==> config.mk <==
export PLATFORM = sky130hd
export DESIGN_NAME = fbpa_front
export DESIGN_NICKNAME = d
export VERILOG_FILES = /design/src/sv/fixed_block_pool_allocator_defines.svh /design/src/sv/fbpa_pkg.sv /design/src/sv/fbpa_front.sv
export SDC_FILE = /design/constraint.sdc
export NUM_CORES = 1
export LEC_CHECK = 0
export BUFFER_PORTS_ARGS = -buffer_cell sky130_fd_sc_hd__buf_4
export CAP_MARGIN = 30
export CORE_ASPECT_RATIO = 0.8
export CORE_MARGIN = 4
export CORE_UTILIZATION = 25
export CTS_BUF_LIST = sky130_fd_sc_hd__clkbuf_16
export CTS_CLUSTER_DIAMETER = 50
export DETAILED_ROUTE_END_ITERATION = 7
export GPL_TIMING_DRIVEN = 0
export HOLD_SLACK_MARGIN = 0.05
export SYNTH_ARGS = -nofsm -noshare
export SYNTH_HDL_FRONTEND = slang
export SYNTH_SLANG_ARGS = --single-unit
==> constraint.sdc <==
create_clock -name aclk -period 6.65 [get_ports aclk]
set_input_delay 0.9975 -clock aclk [delete_from_list [all_inputs] [get_ports aclk]]
set_output_delay 0.9975 -clock aclk [all_outputs]
set_load 0.01 [all_outputs]
==> src/sv/fixed_block_pool_allocator_defines.svh <==
// ----------------------------------------------------------------------------
// Fixed block pool allocator: assertion macros
// Short forms for the concurrent checks on the top level, clocked on aclk
// and held off while aresetn is low.
// ----------------------------------------------------------------------------
`ifndef FIXED_BLOCK_POOL_ALLOCATOR_DEFINES_SVH
`define FIXED_BLOCK_POOL_ALLOCATOR_DEFINES_SVH

// Consequent must hold in the same cycle as the antecedent
`define FBPA_ASSERT_NOW(lbl, ante, cons) \
    lbl: assert property (@(posedge aclk) disable iff (!aresetn) (ante) |-> (cons)) \
        else $error("fbpa: check failed");

// Consequent must hold in the cycle after the antecedent
`define FBPA_ASSERT_NEXT(lbl, ante, cons) \
    lbl: assert property (@(posedge aclk) disable iff (!aresetn) (ante) |=> (cons)) \
        else $error("fbpa: check failed");

`endif

==> src/sv/fbpa_pkg.sv <==
// ----------------------------------------------------------------------------
// Fixed block pool allocator: package
// Field widths, codes, payload structs and state encodings shared by the
// front end, the command queue and the free-list engine.
// ----------------------------------------------------------------------------
package fbpa_pkg;

    localparam int ADDR_W     = 48;
    localparam int SIZE_W     = 17;
    localparam int CNT_W      = 11;
    localparam int IDXOUT_W   = 10;
    localparam int STAT_W     = 2;
    localparam int OFF_W      = 28;  // limit * size always fits here
    localparam int BIT_W      = 4;   // counts quotient bits 0 .. CNT_W-1
    localparam int CFG_IDX_W  = 2;
    localparam int CFG_DATA_W = 48;
    localparam int MGMT_FIXED = 12;
    localparam int MGMT_SHIFT = 3;   // 8 bytes of management per object
    localparam int QDEPTH     = 2;
    localparam int QPTR_W     = 1;

    localparam logic [SIZE_W-1:0] SIZE_RESET  = SIZE_W'(64);
    localparam logic [CNT_W-1:0]  LIMIT_RESET = CNT_W'(1024);

    localparam logic [CFG_IDX_W-1:0] CFG_BASE  = 2'd0;
    localparam logic [CFG_IDX_W-1:0] CFG_SIZE  = 2'd1;
    localparam logic [CFG_IDX_W-1:0] CFG_LIMIT = 2'd2;

    localparam logic FUNC_ALLOC = 1'b0;
    localparam logic FUNC_FREE  = 1'b1;

    localparam logic [STAT_W-1:0] STAT_OK    = 2'd0;
    localparam logic [STAT_W-1:0] STAT_FULL  = 2'd1;
    localparam logic [STAT_W-1:0] STAT_EMPTY = 2'd2;
    localparam logic [STAT_W-1:0] STAT_BAD   = 2'd3;

    typedef struct packed {
        logic              func;
        logic [ADDR_W-1:0] free_address;
    } fbpa_in_t;

    typedef struct packed {
        logic [STAT_W-1:0]   status;
        logic [IDXOUT_W-1:0] object_index;
        logic [ADDR_W-1:0]   object_address;
        logic [CNT_W-1:0]    used_count;
    } fbpa_out_t;

    typedef enum logic [1:0] {
        OP_ALLOC,
        OP_FREE,
        OP_BAD
    } fbpa_op_t;

    typedef struct packed {
        fbpa_op_t         op;
        logic [OFF_W-1:0] offset;
    } fbpa_cmd_t;

    // Effective configuration, one register stage after the raw registers
    typedef struct packed {
        logic [ADDR_W-1:0] start;
        logic [OFF_W-1:0]  span;
        logic [SIZE_W-1:0] size;
        logic [CNT_W-1:0]  limit;
    } fbpa_cfg_t;

    typedef struct packed {
        logic clearing;
        logic busy;
    } fbpa_eng_stat_t;

    typedef enum logic [2:0] {
        ST_CLEAR,
        ST_IDLE,
        ST_ALLOC_DONE,
        ST_DIV,
        ST_FREE_WR,
        ST_RESULT
    } fbpa_state_t;

endpackage

==> src/sv/fbpa_front.sv <==
// ----------------------------------------------------------------------------
// Fixed block pool allocator: front end
// Holds the configuration registers, accepts requests and classifies them
// as allocate, free or bad address before handing them to the queue.
// ----------------------------------------------------------------------------
module fbpa_front #(
    parameter int POOL_DEPTH = 1024
) (
    input  logic                               aclk,
    input  logic                               aresetn,
    input  logic                               s_valid,
    output logic                               s_ready,
    input  fbpa_pkg::fbpa_in_t                 s_data,
    input  logic                               cfg_wr_en,
    input  logic [fbpa_pkg::CFG_IDX_W-1:0]     cfg_index,
    input  logic [fbpa_pkg::CFG_DATA_W-1:0]    cfg_data,
    input  logic                               clearing,
    output fbpa_pkg::fbpa_cfg_t                cfg,
    output logic                               cmd_valid,
    input  logic                               cmd_ready,
    output fbpa_pkg::fbpa_cmd_t                cmd
);
    import fbpa_pkg::*;

    logic [ADDR_W-1:0] base_reg;
    logic [SIZE_W-1:0] size_cfg_reg;
    logic [CNT_W-1:0]  limit_cfg_reg;
    fbpa_cfg_t         cfg_reg;
    fbpa_cfg_t         cfg_next;

    logic [SIZE_W-1:0] eff_size;
    logic [CNT_W-1:0]  eff_limit;

    logic              item_valid_reg;
    logic              item_valid_next;
    fbpa_in_t          item_reg;
    fbpa_in_t          item_next;

    logic [ADDR_W-1:0] offset;
    logic              bad_addr;

    always_ff @(posedge aclk) begin
        if (!aresetn) begin
            base_reg      <= '0;
            size_cfg_reg  <= SIZE_RESET;
            limit_cfg_reg <= LIMIT_RESET;
        end else if (cfg_wr_en) begin
            unique case (cfg_index)
                CFG_BASE:  base_reg      <= cfg_data[ADDR_W-1:0];
                CFG_SIZE:  size_cfg_reg  <= cfg_data[SIZE_W-1:0];
                CFG_LIMIT: limit_cfg_reg <= cfg_data[CNT_W-1:0];
                default: ;
            endcase
        end
    end

    // Zero size counts as one byte; limit is capped at the pool depth
    always_comb begin
        eff_size  = (size_cfg_reg == '0) ? SIZE_W'(1) : size_cfg_reg;
        eff_limit = (32'(limit_cfg_reg) > 32'(POOL_DEPTH)) ? CNT_W'(POOL_DEPTH)
                                                           : limit_cfg_reg;
        cfg_next.size  = eff_size;
        cfg_next.limit = eff_limit;
        cfg_next.span  = OFF_W'(eff_limit) * OFF_W'(eff_size);
        cfg_next.start = base_reg + ADDR_W'(MGMT_FIXED)
                       + (ADDR_W'(eff_limit) << MGMT_SHIFT);
    end

    always_ff @(posedge aclk) begin
        cfg_reg <= cfg_next;
    end

    assign cfg = cfg_reg;

    // Classify the held transaction
    always_comb begin
        offset   = item_reg.free_address - cfg_reg.start;
        bad_addr = (offset >= ADDR_W'(cfg_reg.span));
        if (item_reg.func == FUNC_ALLOC) begin
            cmd.op = OP_ALLOC;
        end else if (bad_addr) begin
            cmd.op = OP_BAD;
        end else begin
            cmd.op = OP_FREE;
        end
        cmd.offset = offset[OFF_W-1:0];
    end

    assign cmd_valid = item_valid_reg;
    assign s_ready   = !clearing && (!item_valid_reg || cmd_ready);

    always_comb begin
        item_valid_next = item_valid_reg;
        item_next       = item_reg;
        if (cmd_valid && cmd_ready) begin
            item_valid_next = 1'b0;
        end
        if (s_valid && s_ready) begin
            item_valid_next = 1'b1;
            item_next       = s_data;
        end
    end

    always_ff @(posedge aclk) begin
        if (!aresetn) begin
            item_valid_reg <= 1'b0;
        end else begin
            item_valid_reg <= item_valid_next;
        end
    end

    always_ff @(posedge aclk) begin
        item_reg <= item_next;
    end

endmodule

==> flow_summary.toml <==
[global_route]
grt_pass1_vias = 14155
grt_antenna_before_repair = 5
grt_usage_pct = 15.6
grt_pass1_wl_um = 88800
grt_max_degree = 27
overflow = 0

[cts]
root_buffer = "clkbuf_16"
cts_buffers = 35
cts.sinks = 230
cts.reportedPaths.clkPinSlew_ns = 0.06
cts_tree = "done"
htreeDepth = 2
clk_latency_ns = 0.54
cts_max_path_buffers = 3

[timing]
worstMarginPinSlew_ns = 0.968
period_needed_ns = 6.56
slew_headroom_pct = 35.3
timing_hold_violations_final = 0
setup_viol = 0
setup_tns_ns = 0
fmax_ghz = 0.152
slew_violations = 0
worst_slack_ns = 0.0875
period_share_pct = 98.7
hold_slack_ns = 0.343
fin_skew_ns = 0.0347
rsz0062_at_grt = "yes"

[finish]
drive_above_1_share_pct = 17.9
area_growth_pct = 26.4
post-route-util_pct = 32.1
design.final.nets = 2689
design_area_sq_mm = 0.0223
layout.cells.non_filler = 3234
largest_reg_flops = 104

[worst_hold_path]
hold_class = "flip-flop to flip-flop"

[setup_path]
r2r_slack_ns = 0.24
path_class = "flip-flop to primary output"
crit_path_start_kind = "flip-flop"
cp_max_fo = 6
cp.arrival_ns = 5.56
end_kind = "primary output"
worstPathRequired_ns = 5.65

[power]
power.density_mw_per_mm2 = 179
ir_drop_mv = 0.196
p_leak_nw = 10.0
power.total_mw = 3.99

[synthesis]
synth_edf_count = 49
synthFlopType = "dfxtp_1"
seq_area_frac_synth_pct = 28.9
yosys.area.top_type = "dfxtp_1"
yosysTopAreaCellShare_pct = 20.6
yosys_warnings = 0
netlist_top_cells_area = "dfxtp_1 21%, fa_1 15%, ha_1 12%"
synth_cells = 1986
syn_nets = 2391
async_flop_share_pct = 0
ys_seq_elements = 230
synth.most_common_cell = "nand2_1"
synth_common_cells = "297 x nand2_1, 273 x inv_1, 181 x dfxtp_1, 164 x ha_1, 136 x fa_1"
yosysUniqueCellTypes = 74
syn_area_sq_mm = 0.0176
postSynthAreaPerCell_sq_um = 8.87

[floorplan]
row_count = 86
io_pins = 241
initial_utilization_pct = 25.4
die_x_um = 305
die_y_um = 245
dieArea_sq_mm = 0.0748
core_sq_mm = 0.0693

[route]
drtAntennaViolNets = 0
wirelength_um = 60000
drt-vias-per-instance = 4.52
drt_iter0_drc = 1084
wire_per_inst_um = 18.6
dr_total_vias = 14622
drc = 0
dr.pass1.iters = 5

[place]
dp_slack_ns = -0.373
hpwlAfterDp_um = 49800
portBuffers = 239
place_area_sq_mm = 0.0206
placedCellCount = 3152
gp_congestion = 0.895

[outcome]
run_status = "complete, no violations"

[flow_run]
drv_cap = 0
[timing repair]
action                                  in CTS  in global routing
endpoints found under the setup margin       9                 10
setup buffers                               11                 11
pin swaps                                   15                 28
gates resized for setup                     68                 48
endpoints found under the hold margin        0                  0
hold buffers                                 0                  0
[worst max-delay path, cell delays in order, from the launching register on]
cell      delay (ns)
edfxtp_1        0.43
ha_1            0.34
buf_6           0.14
nand4_1         0.11
buf_6           0.14
buf_6           0.10
nor3_4          0.03
o211a_4         0.16
or3_4           0.40
a21oi_4         0.23
o21bai_4        0.11
a21o_1          0.17
a21oi_2         0.18
xnor2_2         0.14
ha_1            0.28
a21o_1          0.19
a21o_1          0.16
a21oi_2         0.17
a21o_1          0.16
a31o_4          0.11
o2111a_1        0.21
nand4_1         0.12
or4_4           0.53
o31a_1          0.27
buf_6           0.12
[layout make-up]
class	instances	area, sq um
fillers	7337	47000
multi-input cells	1390	11500
flip-flops and latches	230	5130
diodes	1	2.50
plain buffers	90	374
well taps	924	1160
clock buffers	36	901
repair buffers	264	2020
inverters	273	1030
clock inverters	26	210
[path summary, 6_finish.rpt]
kind / start / endpoint / cells after the start
hold reg to reg: base_reg[0] / cfg[56] / 0
hold / removal: base_reg[0] / cfg[56] / 0
setup / recovery: item_reg[12] / cmd[29] / 24
setup reg to reg: size_cfg_reg[1] / cfg[49] / 24
[per-layer routing]
layer | vias to the layer above | global-route usage, % | routed length [um]
met1 | 6978 | 24.1 | 30500
met4 | 4 | 4.10 | 1470
li1 | 7077 | - | -
met5 | - | 0 | 34
met2 | 483 | 21.2 | 23200
met3 | 80 | 3.64 | 4840
[report_power, final]
part | switching (mW) | total, mW | internal, mW
logic | 0.390 | 0.704 | 0.314
registers | 0.0489 | 1.52 | 1.48
clock network | 0.725 | 1.77 | 1.04
total | 1.16 | 3.99 | 2.83
[kinds of logic (layout without fill, tap and decap cells)]
kind of cell    Yosys count  in the layout  share of synthesized area (%)
flops                   230            230                           28.9
buf+inv                 366            689                           7.84
other cells               0              1                              0
mux                      16             16                          0.909
fa+ha+maj               300            300                           27.1
xor+xnor                 93             93                           4.62
simple gates            655            655                           17.8
compound gates          326            326                           12.8
[layout by cell type (no fill, tap or decap), types with 38 or more instances in the layout]
master | synthesis | layout
inv_1 | 273 | 274
clkbuf_1 | 85 | 68
nor2_1 | 75 | 74
and2_1 | 96 | 95
dfxtp_1 | 181 | 171
a21boi_0 | 67 | 66
ha_1 | 164 | 157
buf_4 | 0 | 258
nand2_1 | 297 | 297
xnor2_1 | 54 | 49
a21o_1 | 39 | 39
fa_1 | 136 | 135
nor2b_1 | 41 | 38
a21oi_1 | 80 | 72
edfxtp_1 | 49 | 49
Note: power is estimated with default switching activity, not from simulation.
