<file path="src/sv/fixed_block_pool_allocator_defines.svh">
// ----------------------------------------------------------------------------
// Fixed block pool allocator: assertion macros
// Short forms for the concurrent checks on the top level, clocked on aclk
// and held off while aresetn is low.
// ----------------------------------------------------------------------------
`ifndef FIXED_BLOCK_POOL_ALLOCATOR_DEFINES_SVH
`define FIXED_BLOCK_POOL_ALLOCATOR_DEFINES_SVH

// Consequent must hold in the same cycle as the antecedent
`define FBPA_ASSERT_NOW(lbl, ante, cons) \
    lbl: assert property (@(posedge aclk) disable iff (!aresetn) (ante) |-> (cons)) \
        else $error("fbpa: check failed");

// Consequent must hold in the cycle after the antecedent
`define FBPA_ASSERT_NEXT(lbl, ante, cons) \
    lbl: assert property (@(posedge aclk) disable iff (!aresetn) (ante) |=> (cons)) \
        else $error("fbpa: check failed");

`endif

</file>
<file path="src/sv/fbpa_pkg.sv">
// ----------------------------------------------------------------------------
// Fixed block pool allocator: package
// Field widths, codes, payload structs and state encodings shared by the
// front end, the command queue and the free-list engine.
// ----------------------------------------------------------------------------
package fbpa_pkg;

    localparam int ADDR_W     = 48;
    localparam int SIZE_W     = 17;
    localparam int CNT_W      = 11;
    localparam int IDXOUT_W   = 10;
    localparam int STAT_W     = 2;
    localparam int OFF_W      = 28;  // limit * size always fits here
    localparam int BIT_W      = 4;   // counts quotient bits 0 .. CNT_W-1
    localparam int CFG_IDX_W  = 2;
    localparam int CFG_DATA_W = 48;
    localparam int MGMT_FIXED = 12;
    localparam int MGMT_SHIFT = 3;   // 8 bytes of management per object
    localparam int QDEPTH     = 2;
    localparam int QPTR_W     = 1;

    localparam logic [SIZE_W-1:0] SIZE_RESET  = SIZE_W'(64);
    localparam logic [CNT_W-1:0]  LIMIT_RESET = CNT_W'(1024);

    localparam logic [CFG_IDX_W-1:0] CFG_BASE  = 2'd0;
    localparam logic [CFG_IDX_W-1:0] CFG_SIZE  = 2'd1;
    localparam logic [CFG_IDX_W-1:0] CFG_LIMIT = 2'd2;

    localparam logic FUNC_ALLOC = 1'b0;
    localparam logic FUNC_FREE  = 1'b1;

    localparam logic [STAT_W-1:0] STAT_OK    = 2'd0;
    localparam logic [STAT_W-1:0] STAT_FULL  = 2'd1;
    localparam logic [STAT_W-1:0] STAT_EMPTY = 2'd2;
    localparam logic [STAT_W-1:0] STAT_BAD   = 2'd3;

    typedef struct packed {
        logic              func;
        logic [ADDR_W-1:0] free_address;
    } fbpa_in_t;

    typedef struct packed {
        logic [STAT_W-1:0]   status;
        logic [IDXOUT_W-1:0] object_index;
        logic [ADDR_W-1:0]   object_address;
        logic [CNT_W-1:0]    used_count;
    } fbpa_out_t;

    typedef enum logic [1:0] {
        OP_ALLOC,
        OP_FREE,
        OP_BAD
    } fbpa_op_t;

    typedef struct packed {
        fbpa_op_t         op;
        logic [OFF_W-1:0] offset;
    } fbpa_cmd_t;

    // Effective configuration, one register stage after the raw registers
    typedef struct packed {
        logic [ADDR_W-1:0] start;
        logic [OFF_W-1:0]  span;
        logic [SIZE_W-1:0] size;
        logic [CNT_W-1:0]  limit;
    } fbpa_cfg_t;

    typedef struct packed {
        logic clearing;
        logic busy;
    } fbpa_eng_stat_t;

    typedef enum logic [2:0] {
        ST_CLEAR,
        ST_IDLE,
        ST_ALLOC_DONE,
        ST_DIV,
        ST_FREE_WR,
        ST_RESULT
    } fbpa_state_t;

endpackage

</file>
<file path="src/sv/fbpa_queue.sv">
// ----------------------------------------------------------------------------
// Fixed block pool allocator: command queue
// Short FIFO of classified commands between the front end and the engine.
// ----------------------------------------------------------------------------
module fbpa_queue (
    input  logic                aclk,
    input  logic                aresetn,
    input  logic                in_valid,
    output logic                in_ready,
    input  fbpa_pkg::fbpa_cmd_t in_data,
    output logic                out_valid,
    input  logic                out_ready,
    output fbpa_pkg::fbpa_cmd_t out_data
);
    import fbpa_pkg::*;

    localparam int QCNT_W = QPTR_W + 1;

    fbpa_cmd_t         entry_reg [QDEPTH];
    logic [QPTR_W-1:0] wr_ptr_reg;
    logic [QPTR_W-1:0] wr_ptr_next;
    logic [QPTR_W-1:0] rd_ptr_reg;
    logic [QPTR_W-1:0] rd_ptr_next;
    logic [QCNT_W-1:0] count_reg;
    logic [QCNT_W-1:0] count_next;
    logic              push;
    logic              pop;

    assign in_ready  = (count_reg != QCNT_W'(QDEPTH));
    assign out_valid = (count_reg != '0);
    assign out_data  = entry_reg[rd_ptr_reg];
    assign push      = in_valid && in_ready;
    assign pop       = out_valid && out_ready;

    always_comb begin
        wr_ptr_next = push ? wr_ptr_reg + 1'b1 : wr_ptr_reg;
        rd_ptr_next = pop ? rd_ptr_reg + 1'b1 : rd_ptr_reg;
        count_next  = count_reg;
        case ({push, pop})
            2'b10:   count_next = count_reg + 1'b1;
            2'b01:   count_next = count_reg - 1'b1;
            default: count_next = count_reg;
        endcase
    end

    always_ff @(posedge aclk) begin
        if (!aresetn) begin
            wr_ptr_reg <= '0;
            rd_ptr_reg <= '0;
            count_reg  <= '0;
        end else begin
            wr_ptr_reg <= wr_ptr_next;
            rd_ptr_reg <= rd_ptr_next;
            count_reg  <= count_next;
        end
    end

    always_ff @(posedge aclk) begin
        if (push) begin
            entry_reg[wr_ptr_reg] <= in_data;
        end
    end

endmodule

</file>
<file path="config.mk">
export PLATFORM = sky130hd
export DESIGN_NAME = fbpa_queue
export DESIGN_NICKNAME = d
export VERILOG_FILES = /design/src/sv/fixed_block_pool_allocator_defines.svh /design/src/sv/fbpa_pkg.sv /design/src/sv/fbpa_queue.sv
export SDC_FILE = /design/constraint.sdc
export NUM_CORES = 1
export LEC_CHECK = 0
export ABC_AREA = 0
export BUFFER_PORTS_ARGS = -buffer_cell sky130_fd_sc_hd__buf_4
export CAP_MARGIN = 10
export CORE_MARGIN = 2
export CORE_UTILIZATION = 40
export CTS_CLUSTER_SIZE = 28
export DETAILED_ROUTE_END_ITERATION = 16
export GPL_TIMING_DRIVEN = 0
export PLACE_DENSITY = 0.67
export SLEW_MARGIN = 10
export SYNTH_ARGS = -nofsm -noshare
export SYNTH_HDL_FRONTEND = slang
export SYNTH_SLANG_ARGS = --single-unit
</file>
<file path="constraint.sdc">
create_clock -name aclk -period 1.85 [get_ports aclk]
set_clock_uncertainty 0.1 [all_clocks]
set_input_delay 0.185 -clock aclk [delete_from_list [all_inputs] [get_ports aclk]]
set_output_delay 0.185 -clock aclk [all_outputs]
set_load 0.02 [all_outputs]
</file>
==> results of run 1 <==
## cell usage after synthesis
| library cell | count |
|---|---|
| o21a_1 | 1 |
| ha_1 | 1 |
| inv_1 | 1 |
| mux2_2 | 30 |
| a21boi_0 | 1 |
| and2_1 | 1 |
| xnor2_1 | 3 |
| nand3b_1 | 1 |
| and3_1 | 1 |
| nand2_1 | 1 |
| or3_1 | 1 |
| dfxtp_1 | 5 |
| nand2b_1 | 1 |
| a21bo_2 | 1 |
| or2_2 | 1 |
| edfxtp_1 | 60 |
| o21ai_0 | 1 |
| buf_2 | 3 |
| nor2b_1 | 2 |
| a21boi_1 | 1 |
## critical path: cells and delay by family (launching register included)
kind,cells,cell delay [ns]
muxes,1,0.37
buffers and inverters,2,0.42
DFF,1,0.36
## how the worst max path moves through the flow
stage	end	from	slack [ns]
floorplan	entry_reg[0][0]$_DFFE_PP_	count_reg[0]$_SDFFE_PN0P_	0.12
global route	out_data[24]	register	-0.009
global placement	entry_reg[0][10]$_DFFE_PP_	count_reg[0]$_SDFFE_PN0P_	0.002
detailed placement	entry_reg[0][5]$_DFFE_PP_	count_reg[0]$_SDFFE_PN0P_	-0.09
finish	out_data[24]	register	0.09
CTS	out_data[15]	register	0.04
## stage by stage
stage | hold WS, ns | cell area (sq um)
final | 0.103 | 3540
after global routing | 0.108 | 3540
after detailed placement | 0.274 | 2980
after CTS | 0.0910 | 3500
after global placement | 0.270 | 2980
after floorplan | 0.184 | 2390
## metal layers
layer	vias to the layer above	global-route usage (%)	routed length [um]
met3	2	6.33	240
met5	-	0	0
met1	672	14.4	1720
met4	0	5.59	23
li1	671	-	-
met2	44	24.3	2410
## area by class of cell
cell class | instances | area, sq um
inverter | 1 | 7.51
timing repair buffer | 98 | 838
clock inverter | 4 | 68.8
multi-input combinational | 48 | 474
clock buffer | 11 | 131
timing repair inverter | 1 | 7.51
buffer | 3 | 17.5
sequential | 65 | 1900
tap | 75 | 93.8
fill | 436 | 2310
## cells in the final DEF, fill, tap and decap left out
cell type      instances
o21a_1                 1
bufinv_16              2
a21bo_2                1
dfxtp_1                5
or2_2                  1
or3_1                  1
clkinv_2               1
clkbuf_4               1
clkbuf_1               2
buf_12                 2
clkinv_1               1
ha_1                   1
edfxtp_1              60
and2_1                 1
a21boi_0               1
xnor2_1                3
nand3b_1               1
mux2_2                30
buf_2                  2
nor2b_1                2
a21boi_1               1
clkinvlp_4             2
and3_4                 1
dlygate4sd3_1         31
clkbuf_8               9
buf_4                 65
nand2_1                1
nand2b_1               1
o21ai_0                1
## timing repair
item                                    in CTS  in global routing
endpoints found under the setup margin      32                 45
hold buffers                                31                  0
buffers inserted                             0                  2
cloned                                       1                  0
hold endpoints to repair                    62                  0
resized for setup                            2                  1
pin swaps                                    0                  0
## logic make-up (layout without fill, tap and decap cells)
group | Yosys count | count (layout) | synth area share (%)
XOR/XNOR | 3 | 3 | 1.10
adder cells (fa/ha/maj) | 1 | 1 | 0.523
flip-flops | 65 | 65 | 79.6
multiplexers | 30 | 30 | 14.1
buffers and inverters | 4 | 118 | 0.785
AO/OA/AOI/OAI | 5 | 5 | 1.57
AND/OR/NAND/NOR | 9 | 9 | 2.30
## power by group through the flow
stage | sequential (mW) | combinational, mW | clock, mW
CTS | 1.94 | 1.56 | 1.25
detailed placement | 1.98 | 1.49 | 0
floorplan | 1.94 | 0.939 | 0
finish | 1.94 | 1.60 | 1.22
global route | 1.96 | 1.70 | 1.33
global placement | 1.96 | 1.46 | 0
==> run summary, run 1 <==
CTS tree -> yes
Die Y -> 81.3 um
Worst-Skew Late Latency -> 0.32 ns
Wire length per cell -> 14.3 um
Final-report setup violation count -> 0
Clock group share of total power -> 25.6%
CP Cell Sequence -> buf_2, mux2_2, buf_4
H-tree levels -> 3
Reg2Reg Depth -> 5
Startpoint types -> register
Critical Path Slowest Stage Cell -> mux2_2
Clock Path Buffers -> 2
Crit end category -> primary output
Syn Area/Cell -> 20.4 sq um
Port buffer count -> 65
Hold Path Class -> in -> reg
HPWL after DPL -> 2730 um
Flops & latches, synth -> 65
Antenna Nets Post-Route -> 0
Post-Route WL -> 4390 um
Crit path arrival time -> 1.48 ns
Area grow syn2layout -> 48.2%
Max Cap Viol -> 0
Area share of the largest cell type after synthesis -> 75.4%
WS Path Type -> reg -> out
Initial antenna violation count -> 0
Hold_sp -> in_valid
Number of global-route vias before repair -> 1442
R2r setup slk -> 0.13 ns
R2R Path End -> count_reg[1]$_SDFFE_PN0P_
Synth Instances -> 117
Syn nets -> 152
Chip Width -> 81.3 um
Final Max Slew Viols -> 0
DP Cell Count -> 257
Yosys cell types -> 20
Total GRT Usage -> 13.9%
Post-synthesis sequential area ratio -> 79.6%
TritonRoute pass-1 iters -> 4
Measured slew at the worst slew-check pin -> 0.434 ns
Final design utilization -> 60.5%
CP Max Fanout -> 10
Sw power -> 1.35 mW
Peak VDD IR -> 0.000552 V
Max FFs per register -> 60
TNS Setup -> 0 ns
Clock sinks -> 65
Hold Fails Final Rpt -> 0
Place WS -> -0.0888 ns
Logic pwr share -> 33.6%
Sw Share -> 28.5%
Int Pwr -> 3.40 mW
CP required -> 1.56 ns
ANT cells -> 0
Core region area -> 5850 sq um
Final setup margin -> 0.0887 ns
DRC -> 0
WHS Endpoint -> wr_ptr_reg$_SDFFE_PN0P_
Vias -> 1389
Final #Nets -> 262
Share of layout cells above drive strength 1 -> 50.6%
Max incr delay on CP -> 0.37 ns
Min Tclk post-route -> 1.76 ns
Max frequency -> 0.568 GHz
Initial Util -> 40.8%
GRT overflow -> 0
Cell Rows -> 28
Status -> completed
Power, Total -> 4.75 mW
Leading area contributor after synthesis -> edfxtp_1
Yosys warns -> 0
Non-Filler Instances -> 306
Period utilisation layout -> 95.2%
Global-route wire length before repair -> 6440 um
PwrDens -> 1340 nW/um^2
Top cells by area, synth -> edfxtp_1 75%, mux2_2 14%, dfxtp_1 4.2%
Reg2reg start -> count_reg[0]$_SDFFE_PN0P_
Worst-path clk slew -> 0.06 ns
Number of I/O pins -> 66
Largest net degree at the start of global routing -> 31
Synthesized cell area -> 2390 sq um
Seq pwr share -> 40.7%
Total die area -> 6610 sq um
Vias per cell -> 4.54
Num CTS Buffers -> 9
1st-iter DRT viols -> 108
Root buffer cell -> clkbuf_8
Static leakage -> 1.34 nW
RePlAce Congestion -> 0.642
Unrepaired setup endpoints after global routing -> yes
Hold path depth -> 3
Slew headroom -> 71.1%
Note: power is estimated with default switching activity, not from simulation.
==> inputs of run 2 (changes only) <==
--- a/config.mk
+++ b/config.mk
@@ -14,3 +14,3 @@
 export DETAILED_ROUTE_END_ITERATION = 16
-export GPL_TIMING_DRIVEN = 0
+export GPL_TIMING_DRIVEN = 1
 export PLACE_DENSITY = 0.67
==> constraint.sdc (replaced) <==
create_clock -name aclk -period 1.85 [get_ports aclk]
set_clock_uncertainty 0.1 [all_clocks]
set_input_delay 0.37 -clock aclk [delete_from_list [all_inputs] [get_ports aclk]]
set_output_delay 0.37 -clock aclk [all_outputs]
set_load 0.02 [all_outputs]
==> run summary, run 2 (synthesis gave the netlist of run 1 again) <==
Status -> completed
Peak VDD IR -> 0.000684 V (+24%)
H-tree levels -> 3 (unchanged)
Fillers -> 474 (+8.7%)
Power, Total -> 4.58 mW (-3.6%)
Num CTS Buffers -> 9 (unchanged)
Number of global-route vias before repair -> 1319 (-8.5%)
Core region area -> 5850 sq um (unchanged)
Metal2 WL -> 2160 um (-10%)
Vias -> 1277 (-8.1%)
Wl on met1 -> 1700 um (-0.99%)
Final Max Slew Viols -> 0 (unchanged)
Startpoint types -> register
WS Path Type -> reg -> out
Post-CTS Hold Fix Bufs -> 0 (-100%)
Cell Rows -> 28 (unchanged)
Max frequency -> 0.550 GHz (-3.1%)
Hold Fails Final Rpt -> 0 (unchanged)
Area grow syn2layout -> 34.6%
Clock Path Buffers -> 2 (unchanged)
Root buffer cell -> clkbuf_8
Min Tclk post-route -> 1.82 ns (+0.0559 ns)
R2R Path End -> count_reg[1]$_SDFFE_PN0P_
Number of I/O pins -> 66 (unchanged)
Reg2Reg Depth -> 5 (unchanged)
Global-route wire length before repair -> 6130 um (-4.9%)
Total die area -> 6610 sq um (unchanged)
TritonRoute pass-1 iters -> 4 (unchanged)
Wire length per cell -> 15.1 um (+5.1%)
Die Y -> 81.3 um (unchanged)
Total GRT Usage -> 13.0% (-0.94 points)
Initial Util -> 40.8% (unchanged)
Max Cap Viol -> 0 (unchanged)
Final #Nets -> 231 (-12%)
Port buffer count -> 65 (unchanged)
RePlAce Congestion -> 0.608 (-5.4%)
Slew headroom -> 83.8% (+13 points)
ANT cells -> 0 (unchanged)
Initial antenna violation count -> 0 (unchanged)
1st-iter DRT viols -> 36 (-67%)
Worst Setup EP -> out_data[28]
Unrepaired setup endpoints after global routing -> yes
PwrDens -> 1420 nW/um^2 (+6.1%)
Hold Path Class -> in -> reg
Period utilisation layout -> 98.2% (+3.0 points)
R2r setup slk -> 0.14 ns (about the same)
DRC -> 0 (unchanged)
Chip Width -> 81.3 um (unchanged)
CP Max Fanout -> 15 (+5)
Vias per cell -> 4.63 (+1.9%)
Top Metal Used -> met4
CP required -> 1.38 ns (-0.18 ns)
Final design utilization -> 55.0% (-5.5 points)
Commonest non-fill, non-tap cell in the layout -> buf_4
CTS tree -> yes
Max FFs per register -> 60 (unchanged)
Largest net degree at the start of global routing -> 19 (-39%)
Setup Buffers After CTS -> 0 (unchanged)
Reg2reg start -> count_reg[0]$_SDFFE_PN0P_
HPWL after DPL -> 2870 um (+5.2%)
Antenna Nets Post-Route -> 0 (unchanged)
Commonest cells after routing, fill and taps aside -> 68 x buf_4, 60 x edfxtp_1, 30 x mux2_2
Share of layout cells above drive strength 1 -> 58.2% (+7.6 points)
Worst-path clk slew -> 0.07 ns (about the same)
Worst-Skew Late Latency -> 0.31 ns (about the same)
Crit path arrival time -> 1.35 ns (-0.13 ns)
Measured slew at the worst slew-check pin -> 0.243 ns (-0.191 ns)
Clock sinks -> 65 (unchanged)
GRT overflow -> 0 (unchanged)
WL met3 -> 238 um (-0.83%)
Final-report setup violation count -> 0 (unchanged)
Post-Route WL -> 4160 um (-5.2%)
Static leakage -> 1.20 nW (-10%)
Crit end category -> primary output
[run 2: cell count changes in the layout (fill, tap and decap cells not counted), moves of 2 or more]
cell           change
dlygate4sd3_1     -31
buf_2              -2
clkinv_1           +2
buf_4              +3
[run 2: critical path, cell delays in order (launching register included)]
cell	delay [ns]
dfxtp_4	0.37
buf_12	0.15
mux2_2	0.35
buf_4	0.16
[run 2: how the worst min path moves through the flow]
stage / cells after the start / endpoint / startpoint / slack [ns]
final: 1 / entry_reg[1][24]$_DFFE_PP_ / in_data[24] / 0.13
after global routing: 1 / entry_reg[0][22]$_DFFE_PP_ / in_data[22] / 0.12
after CTS: 1 / entry_reg[1][24]$_DFFE_PP_ / in_data[24] / 0.12
after detailed placement: 2 / count_reg[1]$_SDFFE_PN0P_ / count_reg[1]$_SDFFE_PN0P_ / 0.42
after global placement: 2 / count_reg[1]$_SDFFE_PN0P_ / count_reg[1]$_SDFFE_PN0P_ / 0.39
after floorplan: 0 / entry_reg[0][0]$_DFFE_PP_ / in_data[0] / 0.37
[run 2: timing repair]
action                                  in CTS  in global routing
endpoints found under the setup margin      16                 30
resized for setup                            4                  2
gates cloned                                 0                  0
[run 2: final cells by class]
cell class              instances  area [sq um]  area share (%)
clock buffers                  11           131            4.08
clock inverters                 5          46.3            1.44
inverters                       1          7.51           0.233
multi-input cells              48           470            14.6
flip-flops and latches         65          1910            59.2
well taps                      75          93.8            2.92
repair buffers                 71           562            17.5
[run 2: layer usage]
layer | GRT usage (%) | vias up
met5 | 0 | -
met4 | 6.10 | 0
met3 | 4.11 | 9
met2 | 22.0 | 38
met1 | 14.8 | 613
li1 | - | 617
[run 2: stage by stage]
stage | setup WS [ns] | setup TNS [ns] | hold WS (ns) | instance area, sq um | std cells
final | 0.0328 | 0 | 0.132 | 3220 | 276
after global routing | -0.0140 | -0.119 | 0.116 | 3220 | 276
after CTS | 0.000750 | 0 | 0.120 | 3210 | 276
after detailed placement | 0.145 | 0 | 0.425 | 3020 | 260
after global placement | 0.243 | 0 | 0.392 | 3020 | 260
after floorplan | 0.117 | 0 | 0.369 | 2390 | 117
[run 2: report_power, final]
part | total, mW | switching, mW | internal (mW)
combinational | 1.55 | 0.779 | 0.773
clock | 1.08 | 0.470 | 0.608
sequential | 1.95 | 0.0822 | 1.87
